## src/rtl/core/selu_pkg.sv

```systemverilog
`timescale 1ns / 1ps
// shared/exclusive lock unit: op and status codes, lock state and result types
// no dependencies; used by selu_eval and shared_exclusive_lock_unit

package selu_pkg;

    // parameter defaults
    localparam int ID_BITS_DEF     = 8;
    localparam int MAX_HOLDERS_DEF = 255;

    // field widths
    localparam int OP_W     = 3;
    localparam int REQ_W    = 8;
    localparam int STATUS_W = 3;
    localparam int MODE_W   = 2;
    localparam int COUNT_W  = 9;
    localparam int UPG_W    = 8;
    localparam int IN_W     = 16;
    localparam int OUT_W    = 16;

    // request ops
    localparam logic [OP_W-1:0] OP_TRY_SHARED  = 3'd0;
    localparam logic [OP_W-1:0] OP_TRY_EXCL    = 3'd1;
    localparam logic [OP_W-1:0] OP_UNLOCK      = 3'd2;
    localparam logic [OP_W-1:0] OP_UPGRADE     = 3'd3;
    localparam logic [OP_W-1:0] OP_POLL        = 3'd4;
    localparam logic [OP_W-1:0] OP_DOWNGRADE   = 3'd5;
    localparam logic [OP_W-1:0] OP_RELEASE_UPG = 3'd6;
    localparam logic [OP_W-1:0] OP_SET_OWNER   = 3'd7;

    // answer codes
    localparam logic [STATUS_W-1:0] ST_GRANTED  = 3'd0;
    localparam logic [STATUS_W-1:0] ST_BUSY     = 3'd1;
    localparam logic [STATUS_W-1:0] ST_PENDING  = 3'd2;
    localparam logic [STATUS_W-1:0] ST_ERROR    = 3'd3;
    localparam logic [STATUS_W-1:0] ST_OVERFLOW = 3'd4;

    // lock modes
    localparam logic [MODE_W-1:0] MODE_NONE   = 2'd0;
    localparam logic [MODE_W-1:0] MODE_SHARED = 2'd1;
    localparam logic [MODE_W-1:0] MODE_EXCL   = 2'd2;

    localparam logic [UPG_W-1:0] UPG_MAX = 8'hFF;

    // lock state apart from the owner id, whose width is a parameter
    typedef struct packed {
        logic signed [COUNT_W-1:0] hold_count;
        logic                      owner_valid;
        logic [UPG_W-1:0]          upgraders;
        logic                      blocked_mark;
    } lock_state_t;

    // one result word
    typedef struct packed {
        logic signed [COUNT_W-1:0] holder_count;
        logic                      owned;
        logic                      wake;
        logic [MODE_W-1:0]         mode_before;
        logic [STATUS_W-1:0]       status;
    } lock_result_t;

endpackage

```

## src/rtl/core/shared_exclusive_lock_unit.sv

```systemverilog
`timescale 1ns / 1ps
// shared/exclusive lock unit top level: request and result registers, lock state
// depends on selu_pkg and selu_eval

// A single lock with shared and exclusive modes, recursion and shared-to-exclusive
// upgrade. Each request word carries an op, a requester id and a prior mode; each
// request gives exactly one result word with status, mode before the op, wake,
// ownership and the signed hold count after the op (negative is exclusive depth).
// The unit never waits: a refused request answers busy or upgrade pending and sets
// a blocked mark, and the next release that clears the mark raises wake so that
// waiters retry. Requests that break the lock rules answer error and leave the
// state alone. Throughput is one request word per cycle while result words are
// taken: a request sits in the input register, the lock state and the result are
// worked out from it in one combinational pass, and the lock registers and the
// result register load at the same edge, so the next request already sees the
// updated lock. The result word is offered from the result register. While a
// result word waits, the request register still takes one more word; s_tready then
// stays low until the result word is taken, and rises in the cycle it is taken.
// Only the low ID_BITS of the requester take part in ownership; hold counts and
// exclusive depth are limited to the smaller of MAX_HOLDERS and 255.

module shared_exclusive_lock_unit #(
    parameter int ID_BITS     = selu_pkg::ID_BITS_DEF,
    parameter int MAX_HOLDERS = selu_pkg::MAX_HOLDERS_DEF
) (
    input  logic                        clk,
    input  logic                        rst_n,
    // request side
    input  logic                        s_tvalid,
    output logic                        s_tready,
    // op[2:0], requester[10:3], prior_mode[11], zero fill[15:12]
    input  logic [selu_pkg::IN_W-1:0]   s_tdata,
    // result side
    output logic                        m_tvalid,
    input  logic                        m_tready,
    // status[2:0], mode_before[4:3], wake[5], owned[6], holder_count[15:7]
    output logic [selu_pkg::OUT_W-1:0]  m_tdata
);

    localparam int HOLD_LIMIT = (MAX_HOLDERS > 255) ? 255 : MAX_HOLDERS;

    // request register
    logic                            in_valid_reg;
    logic [selu_pkg::OP_W-1:0]       in_op_reg;
    logic [selu_pkg::REQ_W-1:0]      in_req_reg;
    logic                            in_prior_reg;

    // lock state
    selu_pkg::lock_state_t           lock_reg;
    selu_pkg::lock_state_t           lock_next;
    logic [ID_BITS-1:0]              owner_reg;
    logic [ID_BITS-1:0]              owner_next;

    // result register
    logic                            out_valid_reg;
    selu_pkg::lock_result_t          out_res_reg;
    selu_pkg::lock_result_t          res_next;

    logic                            fire;
    logic [ID_BITS+selu_pkg::REQ_W-1:0] req_ext;
    logic [ID_BITS-1:0]              who;

    // a request is evaluated when the result slot is empty or being emptied
    assign fire     = in_valid_reg && (!out_valid_reg || m_tready);
    assign s_tready = !in_valid_reg || fire;
    assign m_tvalid = out_valid_reg;
    assign m_tdata  = out_res_reg;

    // requester id cut or zero-extended to the owner width
    assign req_ext = {{ID_BITS{1'b0}}, in_req_reg};
    assign who     = req_ext[ID_BITS-1:0];

    selu_eval #(
        .ID_BITS     (ID_BITS),
        .MAX_HOLDERS (MAX_HOLDERS)
    ) u_eval (
        .op           (in_op_reg),
        .who          (who),
        .prior_shared (in_prior_reg),
        .cur          (lock_reg),
        .cur_owner    (owner_reg),
        .nxt          (lock_next),
        .nxt_owner    (owner_next),
        .res          (res_next)
    );

    always_ff @(posedge clk or negedge rst_n)
    begin
        if (!rst_n)
        begin
            in_valid_reg  <= 1'b0;
            out_valid_reg <= 1'b0;
            lock_reg      <= '0;
            owner_reg     <= '0;
        end
        else
        begin
            if (s_tready)
                in_valid_reg <= s_tvalid;
            if (fire)
            begin
                lock_reg      <= lock_next;
                owner_reg     <= owner_next;
                out_valid_reg <= 1'b1;
            end
            else if (m_tready)
                out_valid_reg <= 1'b0;
        end
    end

    // payload registers
    always_ff @(posedge clk)
    begin
        if (s_tready && s_tvalid)
        begin
            in_op_reg    <= s_tdata[2:0];
            in_req_reg   <= s_tdata[10:3];
            in_prior_reg <= s_tdata[11];
        end
        if (fire)
            out_res_reg <= res_next;
    end

    // an owner is recorded exactly while the lock is held exclusively
    a_owner_mode: assert property (@(posedge clk) disable iff (!rst_n)
        lock_reg.owner_valid == (lock_reg.hold_count < 0))
        else $error("owner record out of step with exclusive mode");

    // hold count never leaves the configured limit in either direction
    a_count_limit: assert property (@(posedge clk) disable iff (!rst_n)
        (lock_reg.hold_count <= 10'(HOLD_LIMIT))
        && (lock_reg.hold_count >= -10'(HOLD_LIMIT)))
        else $error("hold count beyond limit");

    // lock state only moves when a request is evaluated
    a_state_hold: assert property (@(posedge clk) disable iff (!rst_n)
        !fire |=> $stable(lock_reg) && $stable(owner_reg))
        else $error("lock state changed without a request");

    // the blocked mark is cleared only by a release that reports wake
    a_wake_clear: assert property (@(posedge clk) disable iff (!rst_n)
        fire && lock_reg.blocked_mark && !lock_next.blocked_mark |-> res_next.wake)
        else $error("blocked mark cleared without wake");

    // a reported wake always comes from a set blocked mark
    a_wake_src: assert property (@(posedge clk) disable iff (!rst_n)
        fire && res_next.wake |-> lock_reg.blocked_mark)
        else $error("wake raised with no blocked mark");

endmodule

```

## src/rtl/core/selu_eval.sv

```systemverilog
`timescale 1ns / 1ps
// shared/exclusive lock unit: next lock state and result for one request
// depends on selu_pkg

module selu_eval #(
    parameter int ID_BITS     = selu_pkg::ID_BITS_DEF,
    parameter int MAX_HOLDERS = selu_pkg::MAX_HOLDERS_DEF
) (
    input  logic [selu_pkg::OP_W-1:0]  op,
    input  logic [ID_BITS-1:0]         who,
    input  logic                       prior_shared,
    input  selu_pkg::lock_state_t      cur,
    input  logic [ID_BITS-1:0]         cur_owner,
    output selu_pkg::lock_state_t      nxt,
    output logic [ID_BITS-1:0]         nxt_owner,
    output selu_pkg::lock_result_t     res
);

    localparam int HOLD_LIMIT = (MAX_HOLDERS > 255) ? 255 : MAX_HOLDERS;
    localparam logic signed [selu_pkg::COUNT_W:0] LIMIT_S = 10'(HOLD_LIMIT);

    logic                               is_owner;
    logic                               hc_neg;
    logic                               hc_pos;
    logic signed [selu_pkg::COUNT_W:0]  hc_ext;
    logic signed [selu_pkg::COUNT_W:0]  depth;

    // full unlock
    selu_pkg::lock_state_t              unl_st;
    logic [ID_BITS-1:0]                 unl_owner;
    logic [selu_pkg::STATUS_W-1:0]      unl_status;
    logic                               unl_wake;
    logic                               unl_idle;

    // end of upgrade
    selu_pkg::lock_state_t              end_st;
    logic [ID_BITS-1:0]                 end_owner;
    logic [selu_pkg::STATUS_W-1:0]      end_status;
    logic                               end_wake;

    logic [selu_pkg::STATUS_W-1:0]      status;
    logic                               wake;

    assign hc_neg   = cur.hold_count < 0;
    assign hc_pos   = cur.hold_count > 0;
    assign hc_ext   = {cur.hold_count[selu_pkg::COUNT_W-1], cur.hold_count};
    assign depth    = -hc_ext;
    assign is_owner = hc_neg && cur.owner_valid && (cur_owner == who);

    always_comb
    begin
        unl_st     = cur;
        unl_owner  = cur_owner;
        unl_status = selu_pkg::ST_GRANTED;
        unl_wake   = 1'b0;
        unl_idle   = 1'b0;
        if (hc_neg)
        begin
            if (!is_owner)
            begin
                unl_status = selu_pkg::ST_ERROR;
            end
            else if (cur.hold_count < -9'sd1)
            begin
                unl_st.hold_count = cur.hold_count + 9'sd1;
            end
            else
            begin
                unl_st.hold_count   = '0;
                unl_st.owner_valid  = 1'b0;
                unl_owner           = '0;
                unl_wake            = cur.blocked_mark;
                unl_st.blocked_mark = 1'b0;
            end
        end
        else if (hc_pos)
        begin
            unl_st.hold_count = cur.hold_count - 9'sd1;
            if (cur.hold_count == 9'sd1)
            begin
                unl_wake            = cur.blocked_mark;
                unl_st.blocked_mark = 1'b0;
            end
        end
        else
        begin
            unl_idle = 1'b1;
        end
    end

    always_comb
    begin
        end_st     = cur;
        end_owner  = cur_owner;
        end_status = selu_pkg::ST_GRANTED;
        end_wake   = 1'b0;
        if (cur.hold_count != -9'sd1 || !is_owner)
        begin
            end_status = selu_pkg::ST_ERROR;
        end
        else
        begin
            if (cur.upgraders != '0)
            begin
                end_st.upgraders = cur.upgraders - 8'd1;
            end
            // downgrade keeps one shared hold, release drops it
            end_st.hold_count   = (op == selu_pkg::OP_DOWNGRADE) ? 9'sd1 : 9'sd0;
            end_st.owner_valid  = 1'b0;
            end_owner           = '0;
            end_wake            = cur.blocked_mark;
            end_st.blocked_mark = 1'b0;
        end
    end

    always_comb
    begin
        nxt       = cur;
        nxt_owner = cur_owner;
        status    = selu_pkg::ST_GRANTED;
        wake      = 1'b0;
        case (op)
            selu_pkg::OP_TRY_SHARED, selu_pkg::OP_TRY_EXCL:
            begin
                if (is_owner)
                begin
                    // recursion deepens the exclusive hold
                    if (depth >= LIMIT_S)
                        status = selu_pkg::ST_OVERFLOW;
                    else
                        nxt.hold_count = cur.hold_count - 9'sd1;
                end
                else if (op == selu_pkg::OP_TRY_SHARED)
                begin
                    if (hc_neg || cur.upgraders != '0)
                    begin
                        nxt.blocked_mark = 1'b1;
                        status           = selu_pkg::ST_BUSY;
                    end
                    else if (cur.owner_valid)
                        status = selu_pkg::ST_ERROR;
                    else if (hc_ext >= LIMIT_S)
                        status = selu_pkg::ST_OVERFLOW;
                    else
                        nxt.hold_count = cur.hold_count + 9'sd1;
                end
                else
                begin
                    if (cur.hold_count != '0 || cur.upgraders != '0)
                    begin
                        nxt.blocked_mark = 1'b1;
                        status           = selu_pkg::ST_BUSY;
                    end
                    else
                    begin
                        nxt.hold_count  = -9'sd1;
                        nxt.owner_valid = 1'b1;
                        nxt_owner       = who;
                    end
                end
            end
            selu_pkg::OP_UNLOCK:
            begin
                nxt       = unl_st;
                nxt_owner = unl_owner;
                status    = unl_status;
                wake      = unl_wake;
            end
            selu_pkg::OP_UPGRADE:
            begin
                if (hc_neg)
                begin
                    if (!is_owner)
                        status = selu_pkg::ST_ERROR;
                end
                else if (hc_pos)
                begin
                    if (cur.upgraders == selu_pkg::UPG_MAX)
                        status = selu_pkg::ST_OVERFLOW;
                    else
                    begin
                        nxt.upgraders  = cur.upgraders + 8'd1;
                        nxt.hold_count = cur.hold_count - 9'sd1;
                        if (cur.hold_count == 9'sd1)
                        begin
                            nxt.hold_count  = -9'sd1;
                            nxt.owner_valid = 1'b1;
                            nxt_owner       = who;
                        end
                        else
                        begin
                            nxt.blocked_mark = 1'b1;
                            status           = selu_pkg::ST_PENDING;
                        end
                    end
                end
                else
                    status = selu_pkg::ST_ERROR;
            end
            selu_pkg::OP_POLL:
            begin
                if (cur.upgraders == '0)
                    status = selu_pkg::ST_ERROR;
                else if (cur.hold_count == '0)
                begin
                    nxt.hold_count  = -9'sd1;
                    nxt.owner_valid = 1'b1;
                    nxt_owner       = who;
                end
                else
                begin
                    nxt.blocked_mark = 1'b1;
                    status           = selu_pkg::ST_PENDING;
                end
            end
            selu_pkg::OP_DOWNGRADE:
            begin
                if (prior_shared)
                begin
                    nxt       = end_st;
                    nxt_owner = end_owner;
                    status    = end_status;
                    wake      = end_wake;
                end
            end
            selu_pkg::OP_RELEASE_UPG:
            begin
                if (prior_shared)
                begin
                    nxt       = end_st;
                    nxt_owner = end_owner;
                    status    = end_status;
                    wake      = end_wake;
                end
                else
                begin
                    nxt       = unl_st;
                    nxt_owner = unl_owner;
                    wake      = unl_wake;
                    status    = unl_idle ? selu_pkg::ST_ERROR : unl_status;
                end
            end
            selu_pkg::OP_SET_OWNER:
            begin
                if (hc_neg)
                begin
                    nxt.owner_valid = 1'b1;
                    nxt_owner       = who;
                end
                else
                    status = selu_pkg::ST_ERROR;
            end
            default:
            begin
                status = selu_pkg::ST_ERROR;
            end
        endcase
    end

    always_comb
    begin
        res.status       = status;
        res.mode_before  = hc_neg ? selu_pkg::MODE_EXCL
                         : (hc_pos ? selu_pkg::MODE_SHARED : selu_pkg::MODE_NONE);
        res.wake         = wake;
        res.owned        = (nxt.hold_count < 0) && nxt.owner_valid && (nxt_owner == who);
        res.holder_count = nxt.hold_count;
    end

endmodule
```

## config.mk

```make
export PLATFORM = sky130hd
export DESIGN_NAME = shared_exclusive_lock_unit
export DESIGN_NICKNAME = d
export VERILOG_FILES = /design/src/rtl/core/selu_pkg.sv /design/src/rtl/core/shared_exclusive_lock_unit.sv /design/src/rtl/core/selu_eval.sv
export SDC_FILE = /design/constraint.sdc
export NUM_CORES = 1
export LEC_CHECK = 0
export ABC_AREA = 1
export BUFFER_PORTS_ARGS = -buffer_cell sky130_fd_sc_hd__buf_4
export CELL_PAD_IN_SITES_DETAIL_PLACEMENT = 0
export CELL_PAD_IN_SITES_GLOBAL_PLACEMENT = 2
export CORE_MARGIN = 5
export CORE_UTILIZATION = 31
export DETAILED_ROUTE_END_ITERATION = 10
export PLACE_DENSITY = 0.89
export SLEW_MARGIN = 0
export SYNTH_ARGS = -nofsm -noshare
export SYNTH_HDL_FRONTEND = slang
export SYNTH_HIERARCHICAL = 1
export SYNTH_SLANG_ARGS = --single-unit
export TNS_END_PERCENT = 50
```

## constraint.sdc

```tcl
create_clock -name clk -period 2.6 [get_ports clk]
set_clock_uncertainty 0.05 [all_clocks]
set_input_delay 0.13 -clock clk [delete_from_list [all_inputs] [get_ports clk]]
set_output_delay 0.13 -clock clk [all_outputs]
set_load 0.01 [all_outputs]
```

# After elaboration in Yosys (flattened, before gate mapping)

Cells that the tools add are included.

Register bits after elaboration: 57
Input bits: 20
Output and inout bits: 18
Logic and storage cells: 169

Add/sub/neg operators: 5
$lt $le $gt $ge: 6
Equality and inequality tests: 23
Mux-type cells: 95
Reduce and logical (&&, ||, !) cells: 25

Operators by type and width:

| operator                                                                        | count |
|---|---|
| 8-bit two-way mux                                                               | 17 |
| 19-bit two-way mux                                                              | 6 |
| 9-bit two-way mux                                                               | 9 |
| 8-bit case mux with 7 select lines                                              | 1 |
| 9-bit case mux with 6 select lines                                              | 1 |
| 10-bit two-way mux                                                              | 5 |
| 3-bit two-way mux                                                               | 12 |
| 1-bit two-way mux                                                               | 32 |
| 9-bit by 1-bit < comparator with 1-bit output, second input constant            | 3 |
| 8-bit case mux with 3 select lines                                              | 1 |
| 3-bit case mux with 7 select lines                                              | 1 |
| 8-bit equality test                                                             | 2 |
| 2-bit != test, second input constant                                            | 8 |
| 2-bit two-way mux                                                               | 7 |
| 3-bit equality test, second input constant                                      | 4 |
| 12-bit AND reduction                                                            | 1 |
| 10-bit by 9-bit >= comparator with 1-bit output, second input constant          | 1 |
| 9-bit negation with 10-bit output                                               | 1 |
| 9-bit by 2-bit adder with 9-bit output, second input constant                   | 1 |
| 9-bit by 2-bit equality test with 1-bit output, second input constant           | 1 |
| 9-bit >= comparator, second input constant                                      | 1 |
| 9-bit by 1-bit greater-than comparator with 1-bit output, second input constant | 1 |
| 9-bit logical NOT                                                               | 1 |
| 9-bit by 1-bit != test with 1-bit output, second input constant                 | 1 |
| other kinds (24)                                                                | 36 |

# Depth between registers and ports, before layout

Depth after elaboration: 11
Depth in mapped cells: 22
Gate-level depth less buffers: 22

# Cells and area by module

The synthesis kept the hierarchy.

By module, submodules not included:

| module                     | times used | cells an instance | area an instance (um^2) | sequential area each (um^2) |
|---|---|---|---|---|
| selu_eval                  | 1          | 619               | 3,238.1                 | 0.0 |
| shared_exclusive_lock_unit | 1          | 156               | 2,028.2                 | 1,566.5 |

# Worst setup path before layout

No wires, ideal clock.

Path type: reg2reg
Start point: reg lock_reg[11] in the netlist's numbering
End point: reg out_res_reg (netlist bit m_tdata[9]) (data pin)
Arrival: 2.719 ns
Required time: 2.424 ns
Slack: -0.295 ns
Cell stages (with the launch flop): 18
Buffers on the path: 2
Clock period less this slack: 2.895 ns
Cell sequence: dfrtp_1 > inv_1 > ha_1 > nand2_1 > nor2_1 > inv_1 > ha_1 > inv_1 > nor2_1 > clkbuf_1 > inv_1 > nor2_1 > a21oi_1 > o21ai_0 > o311ai_0 > a21oi_1 > a21oi_1 > buf_4

RTL lines:

| item                   | line                              | RTL |
|---|---|---|
| start, declared        | shared_exclusive_lock_unit.sv:49  | `selu_pkg::lock_state_t lock_reg;` |
| start signal, assigned | shared_exclusive_lock_unit.sv:102 | `lock_reg <= lock_next;` |
| end signal, assigned   | shared_exclusive_lock_unit.sv:121 | `out_res_reg <= res_next;` |
| end, declared          | shared_exclusive_lock_unit.sv:56  | `selu_pkg::lock_result_t out_res_reg;` |

==> metrics <==
Fin Setup TNS=-856 ps; EDFF count, synth=28; Crit Path Class=reg -> reg; Syn-to-layout area delta=44.0%; mean post-synth cell area=6.80 um^2; Placer Congestion=0.988; dpl hpwl=14.6 mm; NumNets Final=972; CTS root buffer=clkbuf_16; sequential share of the synthesized area=29.7%; Max-slew headroom=38.0%; period utilization=104%; Post-synth ARST share=50.9%; syn nets=806; IO Port Bufs=33; pin count of the biggest net entering global routing=30; DIE WIDTH=140 um; full die area=19700 um^2; min Tclk post-route=2700 ps; Critical R2R Launch=lock_reg[14]; Initial Utilization=31.6%; total wire length=20.1 mm; Fill cells=1664; number of global-route vias before repair=5762; # DRC=0; combinational share of power=63.2%; synth warn=6; met2 WL=9.50 mm; Vias=5943; CP startpoint kind=register; Site Rows=47; Int Power=4.13 mW; max layer used=met4; RSZ-0062 raised after global routing=yes; Core Region=16600 um^2; worst slew pin tran=928 ps; Peak VDD IR=403 uV; Overall Power=7.51 mW; layout cells sized above 1=34.2%; final non-filler cell total=1166; First-pass DRT Iterations=5; Seq pwr share=19.4%; Bufs and invs on worst path=3; wire per inst=17.2 um; slowest CP cell=dfrtp_1; ANT nets after route=0; Worst Min Path Start=m_tready; #FFs+latches synth=57; diode count=0; Overflow after GRT=0; synthesized area=5270 um^2; outcome=finished with violations; Min-Delay Path Class=in -> reg; pwr dens=990 nW/um^2; M1 WL=8.99 mm; Syn Inst Count=775; Worst-Skew Late Latency=350 ps; failing checks=setup timing; PnR worst setup slack=-101 ps; Worst Path Required=2750 ps; initial antenna violation count=0; Worst setup startpoint=lock_reg[14]; Clock Sinks=57; Switching Power=3.38 mW; Max-Cap Viols=0; die height=140 um; Avg Vias per Cell=5.10; Inst Count DP=1120; Setup-failing EPs final=12; routed wl met3=1.12 mm; Max Slew Vio Count=0; Max FO, Critical Path=4; final hold vios=0; first-pass GRT wire length=30.8 mm; Clk pwr share=17.4%; num ports=38; maximum clock insertion buffer count=2; P_leak=3.63 nW; delay of the slowest critical-path stage=410 ps; Total Routing Usage GR=19.9%; Inserted Clock Buffers=9; Achievable Freq=0.370 GHz; clk slew on worst S/H paths=60 ps; H-tree Lvls=3; endpoint class of the critical path=register; number of flip-flops in the largest register=19; initial DRC count=433; switching part of the total=45.0%; data arrival time of the worst path=2850 ps; CP delay by family, top=simple AND/OR/NAND/NOR gates; CTS tree=done; ys flop type=dfrtp_1; crit-path cells=nor2_2 -> nand3_2 -> nor2_4 -> inv_2 -> ha_4 -> inv_4 -> nor2_4 -> nand2_2 -> nor2_4 -> nand2_2 -> nand2_4 -> inv_4 -> nand3_2 -> a21oi_2 -> nand2_2 -> nand2_1 -> nand2_1 -> nor2_1 -> nand3_1 -> nor2_1; number of distinct library cells after synthesis=52
==> synth_stat cells, types with 3 or more instances <==
library cell,n,area (um^2)
ha_1,11,138
nor4_1,5,31.3
nand2_2,10,62.6
a21oi_1,24,120
a22oi_1,7,52.6
clkbuf_1,7,26.3
nor2_4,5,56.3
o21ai_0,45,225
dfrtp_1,29,726
nand3_1,77,385
o22ai_1,4,25.0
nor2_2,6,37.5
buf_6,7,78.8
nand2_1,226,848
inv_1,88,330
a221oi_1,3,26.3
a21oi_2,3,26.3
o221ai_1,7,61.3
a22oi_2,3,37.5
o31ai_1,6,45.0
nor3_1,13,65.1
xor2_1,16,140
edfxtp_1,28,841
a31oi_1,3,18.8
inv_2,9,33.8
buf_4,15,113
nand4_1,14,87.6
o211ai_1,10,75.1
nor2_1,59,221
a211oi_1,5,37.5
nand3_2,3,30.0
==> cell type report <==
cell class	instances	area, um^2	share of cell area, %
inverter	101	402	5.30
sequential	57	1570	20.7
multi-input combinational	586	3540	46.7
clock buffer	11	243	3.20
timing repair buffer	186	1470	19.4
clock inverter	5	78.8	1.04
tap	220	275	3.63
==> metal layers <==
metal / vias to the layer above / global-route usage (%)
met4: 0 / 6.88
met1: 2778 / 26.6
li1: 2928 / -
met3: 36 / 3.24
met5: - / 0
met2: 201 / 32.7
==> through the flow <==
step / setup WS [ps] / util (%) / hold slack [ps] / instance area, um^2
CTS: -78.6 / 43.3 / 30.3 / 7210
finish: -101 / 45.6 / 40.6 / 7580
global route: -212 / 45.6 / 60.5 / 7580
floorplan: -11.4 / - / -216 / 5320
detailed placement: -140 / 39.3 / 67.8 / 6540
global placement: -106 / 39.3 / 59.5 / 6540
==> tightest hold or removal path, delay by kind of cell <==
| kind | cells | cell delay [ps] |
|---|---|---|
| buf+inv | 2 | 110 |
| simple gates | 2 | 150 |
==> path summary, 6_finish.rpt <==
check	cells after the start	slack, ps	endpoint
worst max-delay path	20	-100	m_tdata[6]
min in group asynchronous	2	240	owner_reg[2]
worst min-delay path	4	40	in_valid_reg
max in group asynchronous	2	1920	lock_reg[10]
worst min register to register	2	480	lock_reg[3]
worst max register to register	20	-100	m_tdata[6]
==> kinds of logic after synthesis <==
| group | synth area share, % |
|---|---|
| and+or+nand+nor | 37.2 |
| buffers and inverters | 11.7 |
| AOI/OAI and AO/OA | 15.8 |
| DFF | 29.7 |
| xor gates and xnor gates | 2.83 |
| adders and majority gates | 2.61 |
| muxes | 0.190 |
==> what timing repair did <==
item	4_1_cts	5_1_grt
hold buffers	14	0
hold endpoints to repair	42	0
endpoints found under the setup margin	20	34
gates resized for setup	41	75
pin swaps	23	37
buffers inserted	6	10
gates cloned	0	0
==> cells in the final DEF, fill, tap and decap left out, drive strengths merged, types with 2 or more instances in the layout <==
cell type      n
nand2        238
buf          172
inv           98
nand3         82
nor2          72
o21ai         46
dfrtp         29
edfxtp        28
a21oi         27
xor2          16
nand4         15
dlygate4sd3   14
nor3          13
clkbuf        11
ha            11
o211ai        10
a22oi         10
o221ai         7
o31ai          6
a211oi         5
clkinv         5
nor4           5
o22ai          4
a221oi         3
a31oi          3
bufinv         2
o21a           2
o311ai         2
==> power groups by stage <==
| stage | Combinational (mW) | Sequential, mW | Clock [mW] |
|---|---|---|---|
| 4_1_cts | 4.26 | 1.45 | 1.34 |
| 2_1_floorplan | 2.29 | 1.50 | 0 |
| 5_1_grt | 5.14 | 1.50 | 1.37 |
| 6_report | 4.74 | 1.46 | 1.30 |
| 3_5_place_dp | 4.00 | 1.46 | 0 |
| 3_3_place_gp | 4.01 | 1.45 | 0 |
(Power assumes the default switching activity.)
